<file path="config.mk">
export PLATFORM = sky130hd
export DESIGN_NAME = earliest_free_worker_scheduler
export DESIGN_NICKNAME = d
export VERILOG_FILES = /design/src/rtl/efws_pkg.sv /design/src/rtl/efws_ram.sv /design/src/rtl/efws_datapath.sv /design/src/rtl/efws_ctrl.sv /design/src/rtl/earliest_free_worker_scheduler.sv
export SDC_FILE = /design/constraint.sdc
export NUM_CORES = 1
export LEC_CHECK = 0
export BUFFER_PORTS_ARGS = -buffer_cell sky130_fd_sc_hd__buf_2
export CORE_UTILIZATION = 50
export DETAILED_ROUTE_END_ITERATION = 16
export PLACE_DENSITY = 0.65
export SLEW_MARGIN = 20
export SYNTH_ARGS = -nofsm -noshare
export SYNTH_HDL_FRONTEND = slang
export SYNTH_HIERARCHICAL = 1
export SYNTH_SLANG_ARGS = --single-unit
</file>
<file path="constraint.sdc">
create_clock -name aclk -period 15.58 [get_ports aclk]
set_input_delay 2.337 -clock aclk [delete_from_list [all_inputs] [get_ports aclk]]
set_output_delay 2.337 -clock aclk [all_outputs]
set_load 0.03 [all_outputs]
</file>
<file path="src/rtl/efws_pkg.sv">
`timescale 1ns / 1ps
`default_nettype none
// ----------------------------------------------------------------------------
// efws_pkg: shared types and constants for the earliest-free worker scheduler
// Field widths, function codes, controller state codes and the command and
// status bundles between controller and datapath.
// ----------------------------------------------------------------------------
package efws_pkg;

    localparam int unsigned DEF_MAX_WORKERS = 16;

    // item fields
    localparam int unsigned FUNC_W   = 2;
    localparam int unsigned WIDX_W   = 4;
    localparam int unsigned CAP_W    = 10;
    localparam int unsigned AMOUNT_W = 20;
    localparam int unsigned TIME_W   = 32;

    // stream payloads, padded to whole bytes
    localparam int unsigned S_TDATA_W = 40;
    localparam int unsigned M_TDATA_W = 80;

    // configuration port
    localparam int unsigned CFG_W     = 5;
    localparam int unsigned APB_AW    = 3;
    localparam int unsigned APB_DW    = 32;
    localparam logic        REG_ACTIVE_WORKERS = 1'b0;  // word index in paddr[2]

    // function codes
    localparam logic [FUNC_W-1:0] FUNC_LOAD  = 2'd0;
    localparam logic [FUNC_W-1:0] FUNC_TASK  = 2'd1;
    localparam logic [FUNC_W-1:0] FUNC_QUERY = 2'd2;

    // restoring divider: one quotient bit per step
    localparam int unsigned DIV_CNT_W = 5;

    typedef enum logic [5:0] {
        ST_IDLE = 6'b000001,
        ST_LOAD = 6'b000010,
        ST_SCAN = 6'b000100,
        ST_DIV  = 6'b001000,
        ST_WB   = 6'b010000,
        ST_OUT  = 6'b100000
    } state_t;

    typedef struct packed {
        logic accept;    // take the input transfer, reset scan and divider
        logic load_wr;   // write a loaded capacity into the table
        logic scan_run;  // step the table scan
        logic div_step;  // one divider step
        logic wb;        // finish time update and write back
        logic out_load;  // load the output register
    } cmd_t;

    typedef struct packed {
        logic [FUNC_W-1:0] in_func;  // function of the item on the input
        logic [FUNC_W-1:0] func;     // function of the item in work
        logic              scan_done;
        logic              div_done;
        logic              out_free;
    } sts_t;

endpackage
`default_nettype wire

</file>
<file path="src/rtl/efws_ram.sv">
`timescale 1ns / 1ps
`default_nettype none
// ----------------------------------------------------------------------------
// efws_ram: generic single-write, single-read RAM
// One write port, one read port with registered read data.
// ----------------------------------------------------------------------------
module efws_ram #(
    parameter int unsigned WIDTH  = 8,
    parameter int unsigned DEPTH  = 16,
    parameter int unsigned ADDR_W = 4
) (
    input  wire logic              clk,
    input  wire logic              we,
    input  wire logic [ADDR_W-1:0] waddr,
    input  wire logic [WIDTH-1:0]  wdata,
    input  wire logic              re,
    input  wire logic [ADDR_W-1:0] raddr,
    output      logic [WIDTH-1:0]  rdata
);

    logic [WIDTH-1:0] mem [DEPTH];

    always_ff @(posedge clk) begin
        if (we) begin
            mem[waddr] <= wdata;
        end
        if (re) begin
            rdata <= mem[raddr];
        end
    end

endmodule
`default_nettype wire

</file>
<file path="src/rtl/efws_datapath.sv">
`timescale 1ns / 1ps
`default_nettype none
// ----------------------------------------------------------------------------
// efws_datapath: worker table, scan, divider and output register
// Table entries hold {capacity, finish}; an entry never written reads as
// capacity one, finish zero through its valid bit.
// ----------------------------------------------------------------------------
module efws_datapath
    import efws_pkg::*;
#(
    parameter int unsigned MAX_WORKERS = DEF_MAX_WORKERS
) (
    input  wire logic                 aclk,
    input  wire logic                 aresetn,
    input  wire cmd_t                 cmd,
    output      sts_t                 sts,
    input  wire logic [S_TDATA_W-1:0] s_tdata,
    input  wire logic [CFG_W-1:0]     active_workers,
    output      logic                 m_tvalid,
    input  wire logic                 m_tready,
    output      logic [M_TDATA_W-1:0] m_tdata
);

    localparam int unsigned AW    = (MAX_WORKERS > 1) ? $clog2(MAX_WORKERS) : 1;
    localparam int unsigned CW    = $clog2(MAX_WORKERS + 1);
    localparam int unsigned ENT_W = CAP_W + TIME_W;

    // input item
    logic [FUNC_W-1:0]   func_reg;
    logic [WIDX_W-1:0]   widx_reg;
    logic [CAP_W-1:0]    cap_in_reg;

    // scan
    logic [CW-1:0]       n_eff;
    logic [CW-1:0]       cnt_reg;
    logic                pv_reg;
    logic [AW-1:0]       pidx_reg;
    logic                hit_reg;
    logic [AW-1:0]       best_idx_reg;
    logic [CAP_W-1:0]    best_cap_reg;
    logic [TIME_W-1:0]   best_fin_reg;
    logic [TIME_W-1:0]   span_reg;
    logic [CAP_W-1:0]    ent_cap;
    logic [TIME_W-1:0]   ent_fin;

    // divider
    logic [CAP_W-1:0]     rem_reg;
    logic [AMOUNT_W-1:0]  quo_reg;
    logic [DIV_CNT_W-1:0] dcnt_reg;
    logic [CAP_W-1:0]     divisor;
    logic [CAP_W:0]       rem_sh;
    logic                 rem_ge;
    logic [CAP_W:0]       rem_sub;

    // write back
    logic [AMOUNT_W:0]   dur;
    logic [TIME_W:0]     fin_sum;
    logic [TIME_W-1:0]   end_next;
    logic [TIME_W-1:0]   end_reg;

    // table
    logic [MAX_WORKERS-1:0] valid_reg;
    logic [8:0]          widx_ext;
    logic [AW-1:0]       widx_addr;
    logic                widx_ok;
    logic                ram_we;
    logic [AW-1:0]       ram_waddr;
    logic [ENT_W-1:0]    ram_wdata;
    logic                ram_re;
    logic [ENT_W-1:0]    ram_rdata;

    // output register
    logic                 m_tvalid_reg;
    logic [M_TDATA_W-1:0] m_tdata_reg;
    logic [M_TDATA_W-1:0] out_next;
    logic [8:0]           best_ext;

    // zero acts as one, above the table size acts as the table size
    always_comb begin
        if (active_workers == '0) begin
            n_eff = CW'(1);
        end else if (32'(active_workers) > MAX_WORKERS) begin
            n_eff = CW'(MAX_WORKERS);
        end else begin
            n_eff = CW'(active_workers);
        end
    end

    assign widx_ext  = 9'(widx_reg);
    assign widx_addr = widx_ext[AW-1:0];
    assign widx_ok   = 32'(widx_reg) < MAX_WORKERS;

    assign ram_re    = cmd.scan_run && (cnt_reg < n_eff);
    assign ram_we    = cmd.wb || (cmd.load_wr && widx_ok);
    assign ram_waddr = cmd.wb ? best_idx_reg : widx_addr;
    assign ram_wdata = cmd.wb ? {best_cap_reg, end_next} : {cap_in_reg, {TIME_W{1'b0}}};

    efws_ram #(
        .WIDTH  (ENT_W),
        .DEPTH  (MAX_WORKERS),
        .ADDR_W (AW)
    ) u_table (
        .clk   (aclk),
        .we    (ram_we),
        .waddr (ram_waddr),
        .wdata (ram_wdata),
        .re    (ram_re),
        .raddr (cnt_reg[AW-1:0]),
        .rdata (ram_rdata)
    );

    assign ent_cap = hit_reg ? ram_rdata[ENT_W-1:TIME_W] : CAP_W'(1);
    assign ent_fin = hit_reg ? ram_rdata[TIME_W-1:0] : '0;

    // restoring division step, zero capacity divides by one
    assign divisor = (best_cap_reg == '0) ? CAP_W'(1) : best_cap_reg;
    assign rem_sh  = {rem_reg, quo_reg[AMOUNT_W-1]};
    assign rem_ge  = rem_sh >= {1'b0, divisor};
    assign rem_sub = rem_sh - {1'b0, divisor};

    // ceiling and saturating finish update
    assign dur      = {1'b0, quo_reg} + (AMOUNT_W+1)'(rem_reg != '0);
    assign fin_sum  = {1'b0, best_fin_reg} + (TIME_W+1)'(dur);
    assign end_next = fin_sum[TIME_W] ? {TIME_W{1'b1}} : fin_sum[TIME_W-1:0];

    assign best_ext = 9'(best_idx_reg);

    always_comb begin
        case (func_reg)
            FUNC_LOAD:  out_next = M_TDATA_W'({{(2*TIME_W){1'b0}}, cap_in_reg, widx_reg});
            FUNC_TASK:  out_next = M_TDATA_W'({end_reg, best_fin_reg, best_cap_reg,
                                               best_ext[WIDX_W-1:0]});
            FUNC_QUERY: out_next = M_TDATA_W'({span_reg, {(TIME_W+CAP_W+WIDX_W){1'b0}}});
            default:    out_next = '0;
        endcase
    end

    // control state
    always_ff @(posedge aclk) begin
        if (!aresetn) begin
            cnt_reg      <= '0;
            pv_reg       <= 1'b0;
            dcnt_reg     <= '0;
            valid_reg    <= '0;
            m_tvalid_reg <= 1'b0;
        end else begin
            if (cmd.accept) begin
                cnt_reg  <= '0;
                pv_reg   <= 1'b0;
                dcnt_reg <= '0;
            end else if (cmd.scan_run) begin
                if (ram_re) begin
                    cnt_reg <= cnt_reg + CW'(1);
                end
                pv_reg <= ram_re;
            end else if (cmd.div_step) begin
                dcnt_reg <= dcnt_reg + DIV_CNT_W'(1);
            end
            if (cmd.load_wr && widx_ok) begin
                valid_reg[widx_addr] <= 1'b1;
            end
            if (cmd.wb) begin
                valid_reg[best_idx_reg] <= 1'b1;
            end
            if (cmd.out_load) begin
                m_tvalid_reg <= 1'b1;
            end else if (m_tready) begin
                m_tvalid_reg <= 1'b0;
            end
        end
    end

    // payload
    always_ff @(posedge aclk) begin
        if (cmd.accept) begin
            func_reg   <= s_tdata[FUNC_W-1:0];
            widx_reg   <= s_tdata[FUNC_W +: WIDX_W];
            cap_in_reg <= s_tdata[FUNC_W+WIDX_W +: CAP_W];
            quo_reg    <= s_tdata[FUNC_W+WIDX_W+CAP_W +: AMOUNT_W];
            rem_reg    <= '0;
            span_reg   <= '0;
        end else if (cmd.div_step) begin
            rem_reg <= rem_ge ? rem_sub[CAP_W-1:0] : rem_sh[CAP_W-1:0];
            quo_reg <= {quo_reg[AMOUNT_W-2:0], rem_ge};
        end
        if (cmd.scan_run) begin
            pidx_reg <= cnt_reg[AW-1:0];
            hit_reg  <= valid_reg[cnt_reg[AW-1:0]];
            if (pv_reg) begin
                // strict compare keeps the lowest index on ties
                if (pidx_reg == '0 || ent_fin < best_fin_reg) begin
                    best_idx_reg <= pidx_reg;
                    best_cap_reg <= ent_cap;
                    best_fin_reg <= ent_fin;
                end
                if (ent_fin > span_reg) begin
                    span_reg <= ent_fin;
                end
            end
        end
        if (cmd.wb) begin
            end_reg <= end_next;
        end
        if (cmd.out_load) begin
            m_tdata_reg <= out_next;
        end
    end

    assign sts.in_func   = s_tdata[FUNC_W-1:0];
    assign sts.func      = func_reg;
    assign sts.scan_done = pv_reg && (CW'(pidx_reg) == (n_eff - CW'(1)));
    assign sts.div_done  = dcnt_reg == DIV_CNT_W'(AMOUNT_W - 1);
    assign sts.out_free  = !m_tvalid_reg || m_tready;

    assign m_tvalid = m_tvalid_reg;
    assign m_tdata  = m_tdata_reg;

endmodule
`default_nettype wire

</file>
<file path="src/rtl/efws_ctrl.sv">
`timescale 1ns / 1ps
`default_nettype none
// ----------------------------------------------------------------------------
// efws_ctrl: scheduler sequencer
// Walks one item through load, scan, divide, write back and output.
// ----------------------------------------------------------------------------
module efws_ctrl
    import efws_pkg::*;
(
    input  wire logic aclk,
    input  wire logic aresetn,
    input  wire logic s_tvalid,
    output      logic s_tready,
    input  wire sts_t sts,
    output      cmd_t cmd
);

    state_t state_reg;
    state_t state_next;

    always_comb begin
        state_next = state_reg;
        cmd        = '0;
        unique case (state_reg)
            ST_IDLE: begin
                if (s_tvalid) begin
                    cmd.accept = 1'b1;
                    if (sts.in_func == FUNC_LOAD) begin
                        state_next = ST_LOAD;
                    end else if (sts.in_func == FUNC_TASK || sts.in_func == FUNC_QUERY) begin
                        state_next = ST_SCAN;
                    end else begin
                        state_next = ST_OUT;
                    end
                end
            end
            ST_LOAD: begin
                cmd.load_wr = 1'b1;
                state_next  = ST_OUT;
            end
            ST_SCAN: begin
                cmd.scan_run = 1'b1;
                if (sts.scan_done) begin
                    state_next = (sts.func == FUNC_TASK) ? ST_DIV : ST_OUT;
                end
            end
            ST_DIV: begin
                cmd.div_step = 1'b1;
                if (sts.div_done) begin
                    state_next = ST_WB;
                end
            end
            ST_WB: begin
                cmd.wb     = 1'b1;
                state_next = ST_OUT;
            end
            ST_OUT: begin
                if (sts.out_free) begin
                    cmd.out_load = 1'b1;
                    state_next   = ST_IDLE;
                end
            end
            default: begin
                state_next = ST_IDLE;
            end
        endcase
    end

    always_ff @(posedge aclk) begin
        if (!aresetn) begin
            state_reg <= ST_IDLE;
        end else begin
            state_reg <= state_next;
        end
    end

    assign s_tready = (state_reg == ST_IDLE);

endmodule
`default_nettype wire

</file>
<file path="src/rtl/earliest_free_worker_scheduler.sv">
`timescale 1ns / 1ps
`default_nettype none
// ----------------------------------------------------------------------------
// earliest_free_worker_scheduler: greedy list scheduler, earliest finish
// Keeps a capacity and a finish time per worker. Load sets a capacity and
// clears the finish, task goes to the earliest free active worker and adds
// ceil(task/capacity), query returns the largest active finish time.
// ----------------------------------------------------------------------------
//
//  channel | dir | handshake          | payload
//  --------+-----+--------------------+----------------------------------------
//  s_      | in  | s_tvalid/s_tready  | s_tdata: func, worker_index, capacity,
//          |     |                    |          task_amount
//  m_      | out | m_tvalid/m_tready  | m_tdata: chosen_worker, worker_capacity,
//          |     |                    |          start_time, end_time
//  apb     | in  | psel/penable/pready| active_workers at byte address 0
//
//  Per item, with m_tready high: an unused code goes straight to the output,
//    a load writes the table, a query scans, and a task scans, divides and
//    writes back; the scan reads one table entry per cycle
//    from the single RAM read port, and the divider retires one quotient bit
//    per cycle, then the write back step updates the finish time.
//  Reset (aresetn low, synchronous) clears the FSM, the entry valid bits and
//  the output valid; no clearing pass is needed, unwritten entries read as
//  capacity one, finish zero.
//  One item in flight; the next is taken once the result sits in the output
//  register, which holds it while m_tready is low.
// ----------------------------------------------------------------------------
module earliest_free_worker_scheduler
    import efws_pkg::*;
#(
    parameter int unsigned MAX_WORKERS = DEF_MAX_WORKERS
) (
    input  wire logic                 aclk,
    input  wire logic                 aresetn,
    // input stream
    input  wire logic                 s_tvalid,
    output      logic                 s_tready,
    // [1:0] func, [5:2] worker_index, [15:6] capacity, [35:16] task_amount
    input  wire logic [S_TDATA_W-1:0] s_tdata,
    // result stream
    output      logic                 m_tvalid,
    input  wire logic                 m_tready,
    // [3:0] chosen_worker, [13:4] worker_capacity, [45:14] start_time,
    // [77:46] end_time
    output      logic [M_TDATA_W-1:0] m_tdata,
    // configuration
    input  wire logic                 psel,
    input  wire logic                 penable,
    input  wire logic                 pwrite,
    input  wire logic [APB_AW-1:0]    paddr,
    input  wire logic [APB_DW-1:0]    pwdata,
    output      logic [APB_DW-1:0]    prdata,
    output      logic                 pready
);

    cmd_t             cmd;
    sts_t             sts;
    logic [CFG_W-1:0] active_workers_reg;
    logic             cfg_wr;

    // ---------------- configuration register ----------------
    assign pready = 1'b1;
    assign cfg_wr = psel && penable && pwrite && pready && (paddr[2] == REG_ACTIVE_WORKERS);

    always_ff @(posedge aclk) begin
        if (!aresetn) begin
            active_workers_reg <= CFG_W'(1);
        end else if (cfg_wr) begin
            active_workers_reg <= pwdata[CFG_W-1:0];
        end
    end

    assign prdata = (paddr[2] == REG_ACTIVE_WORKERS) ? APB_DW'(active_workers_reg) : '0;

    // ---------------- controller and datapath ----------------
    efws_ctrl u_ctrl (
        .aclk     (aclk),
        .aresetn  (aresetn),
        .s_tvalid (s_tvalid),
        .s_tready (s_tready),
        .sts      (sts),
        .cmd      (cmd)
    );

    efws_datapath #(
        .MAX_WORKERS (MAX_WORKERS)
    ) u_datapath (
        .aclk           (aclk),
        .aresetn        (aresetn),
        .cmd            (cmd),
        .sts            (sts),
        .s_tdata        (s_tdata),
        .active_workers (active_workers_reg),
        .m_tvalid       (m_tvalid),
        .m_tready       (m_tready),
        .m_tdata        (m_tdata)
    );

    // ---------------- checks ----------------
    // once an item is taken the input is not ready in the next cycle
    a_busy_after_accept: assert property (@(posedge aclk) disable iff (!aresetn)
        s_tvalid && s_tready |=> !s_tready)
        else $error("input taken again right after a transfer");

    // the sequencer issues at most one datapath operation per cycle
    a_one_cmd: assert property (@(posedge aclk) disable iff (!aresetn)
        $onehot0({cmd.load_wr, cmd.scan_run, cmd.div_step, cmd.wb, cmd.out_load}))
        else $error("overlapping datapath commands");

    // a task never ends before it starts
    a_task_order: assert property (@(posedge aclk) disable iff (!aresetn)
        cmd.out_load && sts.func == FUNC_TASK |=> m_tdata[77:46] >= m_tdata[45:14])
        else $error("task end time below start time");

    // a result is only loaded when the output register is free
    a_out_free: assert property (@(posedge aclk) disable iff (!aresetn)
        cmd.out_load |-> !m_tvalid || m_tready)
        else $error("output register overwritten");

endmodule
`default_nettype wire

</file>
[Word level (Yosys, flattened, before mapping)]
Memories as Yosys holds them, arrays and structs flattened. A register that Yosys moved wholly into a read port is not among the register bits.
Index checks and enable logic that the tools add are counted.
Storage, ports and cells
  bits in writable memories: 672
  flip-flop bits (word level): 280
  input bits: 82
  output and inout port bits: 115
  memories kept: 1
  logic and storage cells: 129
Operators by class
  mux-type cells: 45
  order comparisons: 10
  $add $sub $neg: 6
  reductions and logical operators: 26
  eq/ne operators: 16
  bitwise operators: 5
Memories
  u_datapath.u_table.mem: words 16, width 42, rd ports 1, clocked after memory_dff 1, write ports 1, RTL line efws_ram.sv:21  | logic [WIDTH-1:0] mem [DEPTH];
Operators with widths (count)
  78-bit one-hot mux with 3 select lines: 1
  32-bit two-way mux: 6
  16-bit two-way mux: 3
  42-bit two-way mux: 1
  6-bit two-way mux: 7
  20-bit two-way mux: 2
  32-bit by 21-bit adder with 33-bit output: 1
  32-bit > comparator: 1
  32-bit less-than comparator: 1
  16-bit OR: 2
  6-bit one-hot mux with 5 select lines: 1
  20-bit by 1-bit adder with 21-bit output: 1
  10-bit two-way mux: 2
  4-bit by 5-bit less-than comparator with 1-bit output (second input constant): 3
  1-bit two-way mux: 15
  5-bit two-way mux: 3
  11-bit by 10-bit greater-or-equal comparator with 1-bit output: 1
  5-bit by 1-bit adder with 5-bit output (second input constant): 2
  10-bit logical NOT: 1
  10-bit nonzero test: 1
  10-bit subtractor: 1
  1-bit demux with 4-bit select: 2
  4-bit by 1-bit greater-or-equal comparator with 1-bit output (second input constant): 2
  2-bit inequality test (second input constant): 4
  27 further kinds: 44

[Logic depth before layout (Yosys ltp)]
Gate-level depths: netlist of run 1.
  depth after elaboration: 9
  gate-level depth with buffers: 14
  gate-level depth less buffers: 12

[Hierarchy]
The synthesis of run 1 kept the hierarchy.
By module, submodules not included
  efws_ram: times used 1, area each 26477.9 um2, cells an instance 1092, seq. area each 21440.6 um2
  efws_datapath: times used 1, area each 14416.3 um2, cells an instance 1291, seq. area each 7317.0 um2
  earliest_free_worker_scheduler: times used 1, area each 479.2 um2, cells an instance 58, seq. area each 100.1 um2
  efws_ctrl: times used 1, area each 439.2 um2, cells an instance 49, seq. area each 120.1 um2

[Least setup slack after synthesis of run 1]
OpenSTA, ideal clock, no wires.
  path type: flip-flop to flip-flop
  start point: register u_ctrl.state_reg[3]
  end point: memory u_datapath/u_table/mem[0][0] (netlist bit) (enable)
  cell stages (with the launch flop): 7
  data arrival time: 5.789 ns
  path buffers: 1
  period minus slack after synthesis: 6.282 ns
  required time: 15.087 ns
  setup time: 0.493 ns
  path slack: 9.298 ns
  path through: dfxtp_1 -> nor3_1 -> and3_1 -> buf_1 -> mux2_2 -> or3b_2 -> nor3_1
RTL lines
  start: declaration: RTL line efws_ctrl.sv:18  | state_t state_reg;
  start signal: assignment: RTL line efws_ctrl.sv:73  | state_reg <= state_next;
  end: declaration: RTL line efws_ram.sv:21

[Final worst setup path of run 1]
  start point: input port paddr[2]
  end point: output port prdata[4]
Between the ends
  longest elaborated chain between the ends: 1
RTL lines
  start: declaration: RTL line earliest_free_worker_scheduler.sv:51  | input wire logic [APB_AW-1:0] paddr,
  5-bit two-way mux: RTL line earliest_free_worker_scheduler.sv:74  | assign prdata = (paddr[2] == REG_ACTIVE_WORKERS) ? APB_DW'(active_workers_reg) : '0;
  end: declaration: RTL line earliest_free_worker_scheduler.sv:53  | output logic [APB_DW-1:0] prdata,
Every way passes these cells.

==> flow_summary.yaml, run 1 <==
detailed_routing:
  drtIter0Drc: 1889
  drc: 0
  wirelength_microns: 95400
  viasPerCell: 5.91
  drt-pass1-iter-count: 7
  ant_nets: 0
  num_vias: 22500
  avgRoutedWirePerCell_microns: 25.1
logic_synthesis:
  yosysTopAreaCell: "edfxtp_1"
  ys.flop_type: "edfxtp_1"
  synth.top_cell.area_share: 0.654
  ys_ff_latch: 992
  yosysWarnings: 6
  synth_xor_area_frac: 0.00670
  avgSynthCellArea_sq_um: 16.8
  synth_top_family_by_area: "multiplexers"
  synth_edf_count: 911
  yosysUniqueCellTypes: 84
  synth-compound-area-share: 0.0562
  yosys.area_share.simple: 0.0660
  synth_cells: 2490
  yosysSeqAreaShare: 0.693
  synthTopCellsByArea: "edfxtp_1 65%, mux4_2 9.3%, dfxtp_1 3.9%, ha_1 3.0%, mux2_2 1.8%"
  muxShareOfSynthArea: 0.118
  netlist_area_sq_um: 41800
  async_flop_share: 0
  yosys.area_share.adder: 0.0317
clocking:
  clock_latency_ns: 0.66
  htree_levels: 3
  clock_path_buffers: 3
  cts_resized: 0
  clock_sinks: 992
  cts_buffers: 97
  clockRootBuffer: "clkbuf_16"
  hold_buffers: 0
  cts_setup_buffers: 0
  cts_tree: "yes"
  cts.clk_slew.worst_paths_ns: 0.06
global_route:
  overflow: 0
  grt_max_degree: 169
  grt.total_usage: 0.226
  antenna_found_initial: 7
  grt_pass1_vias: 23000
  grt_first_pass_wirelength_microns: 143000
critical_path:
  crit_fanout: 6
  ff2ff_path_depth: 13
  cp-end-kind: "output pin"
  rrSetupSlack_ns: 10.71
  worstPathRequired_ns: 13.24
  crit_type: "in2out"
  r2r-end: "u_datapath/u_table/mem[7][20]"
  critPathArrivalTime_ns: 2.84
  worstSetupStartpointType: "input pin"
  r2r_start: "u_datapath/rem_reg[3]"
floorplanning:
  die_x_microns: 291
  core_sq_um: 82400
  die_y_microns: 291
  dieArea_sq_um: 84800
  ioPinCount: 197
  start_util: 0.508
  rows: 105
min_path:
  hp-class: "reg2reg"
  min-delay-start: "u_datapath/valid_reg[15]"
  hold_path_depth: 1
  holdPathEnd: "u_datapath/valid_reg[15]"
sta:
  tightest_slew_ns: 1.11
  fin_crit_sh: 0.332
  timing.fmax_ghz: 0.193
  final_hold_viol_count: 0
  fin_skew_ns: 0.0275
  fin_crit_ns: 5.18
  tns_ns: 0
  finalSetupViolCount: 0
  relSlewSlack: 0.260
  drv_slew: 0
  grt_setup_unrepaired: "false"
layout:
  syn_to_final_growth_pct: 12.4
  nets: 2833
  fillers: 6154
  largest_reg_flops: 672
  final_common_cell: "edfxtp_1"
  stdcell_count: 3800
  finalCoreUtilization: 0.571
  multi_input_area_sq_um: 12000
  final_layout_size_suffix_gt1_frac: 0.234
  final_cell_mix: "911 x edfxtp_1, 173 x mux4_2, 133 x buf_2"
  register_area_sq_um: 29000
status:
  status: "completed"
placed_design:
  dp_hpwl_microns: 56100
  dpl.cell_count: 3618
  gp_congestion: 0.896
  portBuffers: 133
power:
  vdd_ir_drop_max_mv: 0.0823
  powerDensity_nw_per_um2: 121
  p_leak_nw: 14.4
flow_run:
  drv_cap: 0
==> routing by layer <==
layer | part of all wire | global-route usage | vias up
met1 | 0.42 | 0.313 | 11600
met3 | 0.063 | 0.0306 | 113
li1 | - | - | 10000
met4 | 0.019 | 0.0600 | 4
met5 | 0.00025 | 0 | -
met2 | 0.50 | 0.376 | 767
==> logic make-up (layout without fill, tap and decap cells) <==
group / after synthesis / in the layout
AO/OA/AOI/OAI: 326 / 326
XOR/XNOR: 32 / 32
adder cells (fa/ha/maj): 104 / 104
buffers and inverters: 238 / 450
flip-flops: 992 / 992
multiplexers: 270 / 270
other: 3 / 31
AND/OR/NAND/NOR: 525 / 525
==> cells in the mapped netlist, types with 54 or more instances <==
library cell	n
mux2_2	65
inv_1	95
a21oi_1	54
edfxtp_1	911
clkbuf_1	65
and2_1	100
a22oi_1	84
nand2_1	100
mux4_2	173
nor2_1	127
ha_1	101
dfxtp_1	81
==> how the worst max path moves through the flow <==
stage | startpoint | slack (ns) | end | depth (start not counted)
floorplan | u_ctrl/state_reg[3] | 9.30 | u_datapath/u_table/mem[0][0] | 6
global placement | paddr[2] | 10.41 | prdata[2] | 3
detailed placement | paddr[2] | 10.40 | prdata[2] | 3
CTS | paddr[2] | 10.40 | prdata[2] | 3
global route | paddr[2] | 10.37 | prdata[1] | 3
finish | paddr[2] | 10.40 | prdata[4] | 3
==> layout make-up <==
type                            count  area share
Multi-Input combinational cell   1287       0.254
Timing Repair Buffer              174      0.0210
Antenna cell                        1   0.0000532
Tap cell                         1070      0.0285
Inverter                           95     0.00758
Clock inverter                     61      0.0170
Sequential cell                   992       0.616
Clock buffer                      120      0.0550
==> worst max-delay path: stages <==
cell	delay, ns
buf_2	0.12
and2b_2	0.20
buf_2	0.19
==> report_power, final <==
part	internal, mW	total [mW]	switching [mW]
Sequential	2.92	2.94	0.0230
Combinational	0.0926	0.278	0.186
Clock	1.45	2.45	0.999
==> stage by stage <==
stage,worst slack (ns),area (sq um),power [mW],hold WS [ns]
5_1_grt,10.37,47000,5.85,0.489
3_3_place_gp,10.41,43600,3.27,0.446
2_1_floorplan,9.30,41900,3.19,0.435
4_1_cts,10.40,47000,5.72,0.467
3_5_place_dp,10.40,43600,3.28,0.453
6_report,10.40,47000,5.68,0.463
No activity file was read; power rests on OpenSTA's default activity.
==> run 2: changes to the inputs <==
--- a/config.mk
+++ b/config.mk
@@ -5,10 +5,11 @@
 export SDC_FILE = /design/constraint.sdc
 export NUM_CORES = 1
 export LEC_CHECK = 0
+export ABC_AREA = 1
 export BUFFER_PORTS_ARGS = -buffer_cell sky130_fd_sc_hd__buf_2
 export CORE_UTILIZATION = 50
 export DETAILED_ROUTE_END_ITERATION = 16
-export PLACE_DENSITY = 0.65
+export PLACE_DENSITY = 0.67
 export SLEW_MARGIN = 20
 export SYNTH_ARGS = -nofsm -noshare
 export SYNTH_HDL_FRONTEND = slang
==> constraint.sdc (replaced) <==
create_clock -name aclk -period 4.45 [get_ports aclk]
set_input_delay 0.6675 -clock aclk [delete_from_list [all_inputs] [get_ports aclk]]
set_output_delay 0.6675 -clock aclk [all_outputs]
set_load 0.03 [all_outputs]
==> run 2 against run 1 <==
Compared with the run above:
- cell area rose by 9.3%
- area after synthesis rose by 10%
- cell count rose by 61%
- flip-flop and latch count is the same
- utilization decreased by 0.34 points
- count of clock-buffer cells in the layout rose by 4
- die area grew 9.9%
- clock power rose to 3.4 times the previous value
- sequential power rose to 3.7 times the previous value
- critical endpoint is now u_datapath/u_table/mem[14][16]
==> flow_summary.yaml, run 2 <==
status:
  status: "completed"
sta:
  finalSetupViolCount: 0
  tns_ns: 0
  tightest_slew_ns: 1.09
  setup_slack_ns: 0.332
  fin_crit_ns: 4.12
  relSlewSlack: 0.272
  hold_slack_ns: 0.184
  fin_crit_sh: 0.926
  grt_setup_unrepaired: "false"
  final_hold_viol_count: 0
  drv_slew: 0
  timing.fmax_ghz: 0.243
  fin_skew_ns: 0.0287
logic_synthesis:
  yosysMostFrequentCell: "nand2_1"
  avgSynthCellArea_sq_um: 9.70
  synth.top_cell.area_share: 0.595
  yosys-top-cells-count: "1,358 x nand2_1, 911 x edfxtp_1, 840 x inv_1"
  ys.flop_type: "edfxtp_1"
  async_flop_share: 0
  synth_edf_count: 911
  yosysSeqAreaShare: 0.630
  yosysTopAreaCell: "edfxtp_1"
  ys_ff_latch: 992
  synthTopCellsByArea: "edfxtp_1 59%, nand2_1 11%, nand3_1 7.0%, inv_1 6.9%, dfxtp_1 3.5%"
  netlist_area_sq_um: 46000
  synth_cells: 4738
  yosysUniqueCellTypes: 49
  yosysWarnings: 6
floorplanning:
  ioPinCount: 197
  rows: 110
  start_util: 0.508
  die_y_microns: 305
  core_sq_um: 90600
  die_x_microns: 305
  dieArea_sq_um: 93200
critical_path:
  cp-end-kind: "register"
  crit_family: "simple AND/OR/NAND/NOR gates"
  worstPathRequired_ns: 4.76
  crit_fanout: 18
  crit_top_cell: "inv_1"
  crit_type: "reg2reg"
  slowest_delay_ns: 0.78
  cpMaxStageDelayCell: "nor2_1"
  worstSetupStartpointType: "register"
  path_buf_inv: 5
  critPathArrivalTime_ns: 4.43
  crit_chain: "inv_1, nand4_1, nor4_1, buf_4, fa_1, fa_1, inv_1, nand3_1, nand2_2, nand2_1, nand2_2, nand3_1, nand3_2, nand2_4, buf_4, inv_1, nor2_1, nor2_1"
detailed_routing:
  drtIter0Drc: 3329
  avgRoutedWirePerCell_microns: 19.0
  ant_nets: 0
  wirelength_microns: 116000
  drc: 0
  drt-pass1-iter-count: 7
  num_vias: 32200
  viasPerCell: 5.27
global_route:
  overflow: 0
  grt_first_pass_wirelength_microns: 176000
  grt.total_usage: 0.247
  grt_pass1_vias: 30200
  grt_max_degree: 163
  antenna_found_initial: 0
layout:
  final_common_cell: "nand2_1"
  nets: 5038
  final_layout_size_suffix_gt1_frac: 0.0926
  final_cell_mix: "1,357 x nand2_1, 911 x edfxtp_1, 837 x inv_1"
  register_area_sq_um: 29000
  fillers: 7514
  largest_reg_flops: 672
  stdcell_count: 6112
  multi_input_area_sq_um: 13000
  syn_to_final_growth_pct: 11.7
  num_antenna_cells: 0
clocking:
  cts.clk_slew.worst_paths_ns: 0.06
  cts_buffers: 101
  clock_sinks: 992
  cts_setup_buffers: 0
  clock_latency_ns: 0.68
  htree_levels: 3
  cts_tree: "yes"
  clockRootBuffer: "clkbuf_16"
  cts_resized: 0
  clock_path_buffers: 3
  hold_buffers: 0
power:
  powerDensity_nw_per_um2: 445
  vdd_ir_drop_max_mv: 0.312
  sequentialPowerShare: 0.474
  clock_power_share: 0.364
  cell_internal_pwr_mw: 16.4
  p_leak_nw: 22.7
  switching_share: 0.282
  switchingPower_mw: 6.46
  pwr-share-comb: 0.162
flow_run:
  drv_cap: 0
placed_design:
  portBuffers: 133
  gp_congestion: 0.964
  dpl.cell_count: 5925
  dp_hpwl_microns: 68800
  pre_cts_slack_ns: 0.366
min_path:
  hp-class: "in2reg"
## run 2: cell count changes after synthesis, sizes merged, moves of 62 or more
| cell | before | now |
|---|---|---|
| a22oi | 85 | 0 |
| and2 | 100 | 2 |
| buf | 78 | 149 |
| inv | 95 | 850 |
| mux2 | 65 | 0 |
| mux4 | 173 | 0 |
| nand2 | 115 | 1375 |
| nand3 | 24 | 662 |
| nor2 | 128 | 207 |
| o21ai | 35 | 97 |
## run 2: per-stage QoR
step	power (mW)	util	cell area, sq um
6_report	22.9	0.567	51400
5_1_grt	23.7	0.567	51400
4_1_cts	23.0	0.567	51400
3_5_place_dp	14.7	0.531	48100
3_3_place_gp	14.6	0.531	48100
2_1_floorplan	13.5	-	46100
## run 2: worst paths after layout
| check | slack, ns | from | cells past startpoint | end |
|---|---|---|---|---|
| worst max-delay path | 0.33 | u_datapath/rem_reg[0] | 18 | u_datapath/u_table/mem[14][16] |
| worst min-delay path | 0.18 | s_tdata[11] | 1 | u_datapath/cap_in_reg[5] |
| worst max register to register | 0.33 | u_datapath/rem_reg[0] | 18 | u_datapath/u_table/mem[14][16] |
| worst min register to register | 0.46 | u_datapath/pidx_reg[3] | 0 | u_datapath/best_idx_reg[3] |
## run 2: final cells by class
cell class,instances,share of cell area
multi-input combinational,2694,0.252
tap,1176,0.0286
sequential,992,0.564
inverter,856,0.0629
timing repair buffer,207,0.0284
clock inverter,63,0.00989
clock buffer,124,0.0535
## run 2: cells by family (layout without fill, tap and decap cells)
group / after synthesis / after routing / share of synthesized area
and+or+nand+nor: 2305 / 2305 / 0.215
DFF: 992 / 992 / 0.630
other: 3 / 30 / 0.000245
xor gates and xnor gates: 24 / 24 / 0.00457
AOI/OAI and AO/OA: 231 / 231 / 0.0275
buffers and inverters: 1079 / 1250 / 0.0938
adders and majority gates: 104 / 104 / 0.0288
## run 2: layer usage
layer	vias up	part of all wire	track usage
met2	1292	0.47	0.405
li1	15500	-	-
met5	-	0	0
met3	195	0.083	0.0356
met1	15200	0.42	0.338
met4	0	0.027	0.0809
## run 2: power groups by stage
stage | Combinational (mW) | Sequential [mW] | Clock, mW
2_1_floorplan | 2.49 | 11.0 | 0
3_3_place_gp | 3.60 | 11.0 | 0
3_5_place_dp | 3.63 | 11.0 | 0
4_1_cts | 3.66 | 10.9 | 8.45
5_1_grt | 4.08 | 10.9 | 8.80
6_report | 3.70 | 10.9 | 8.33
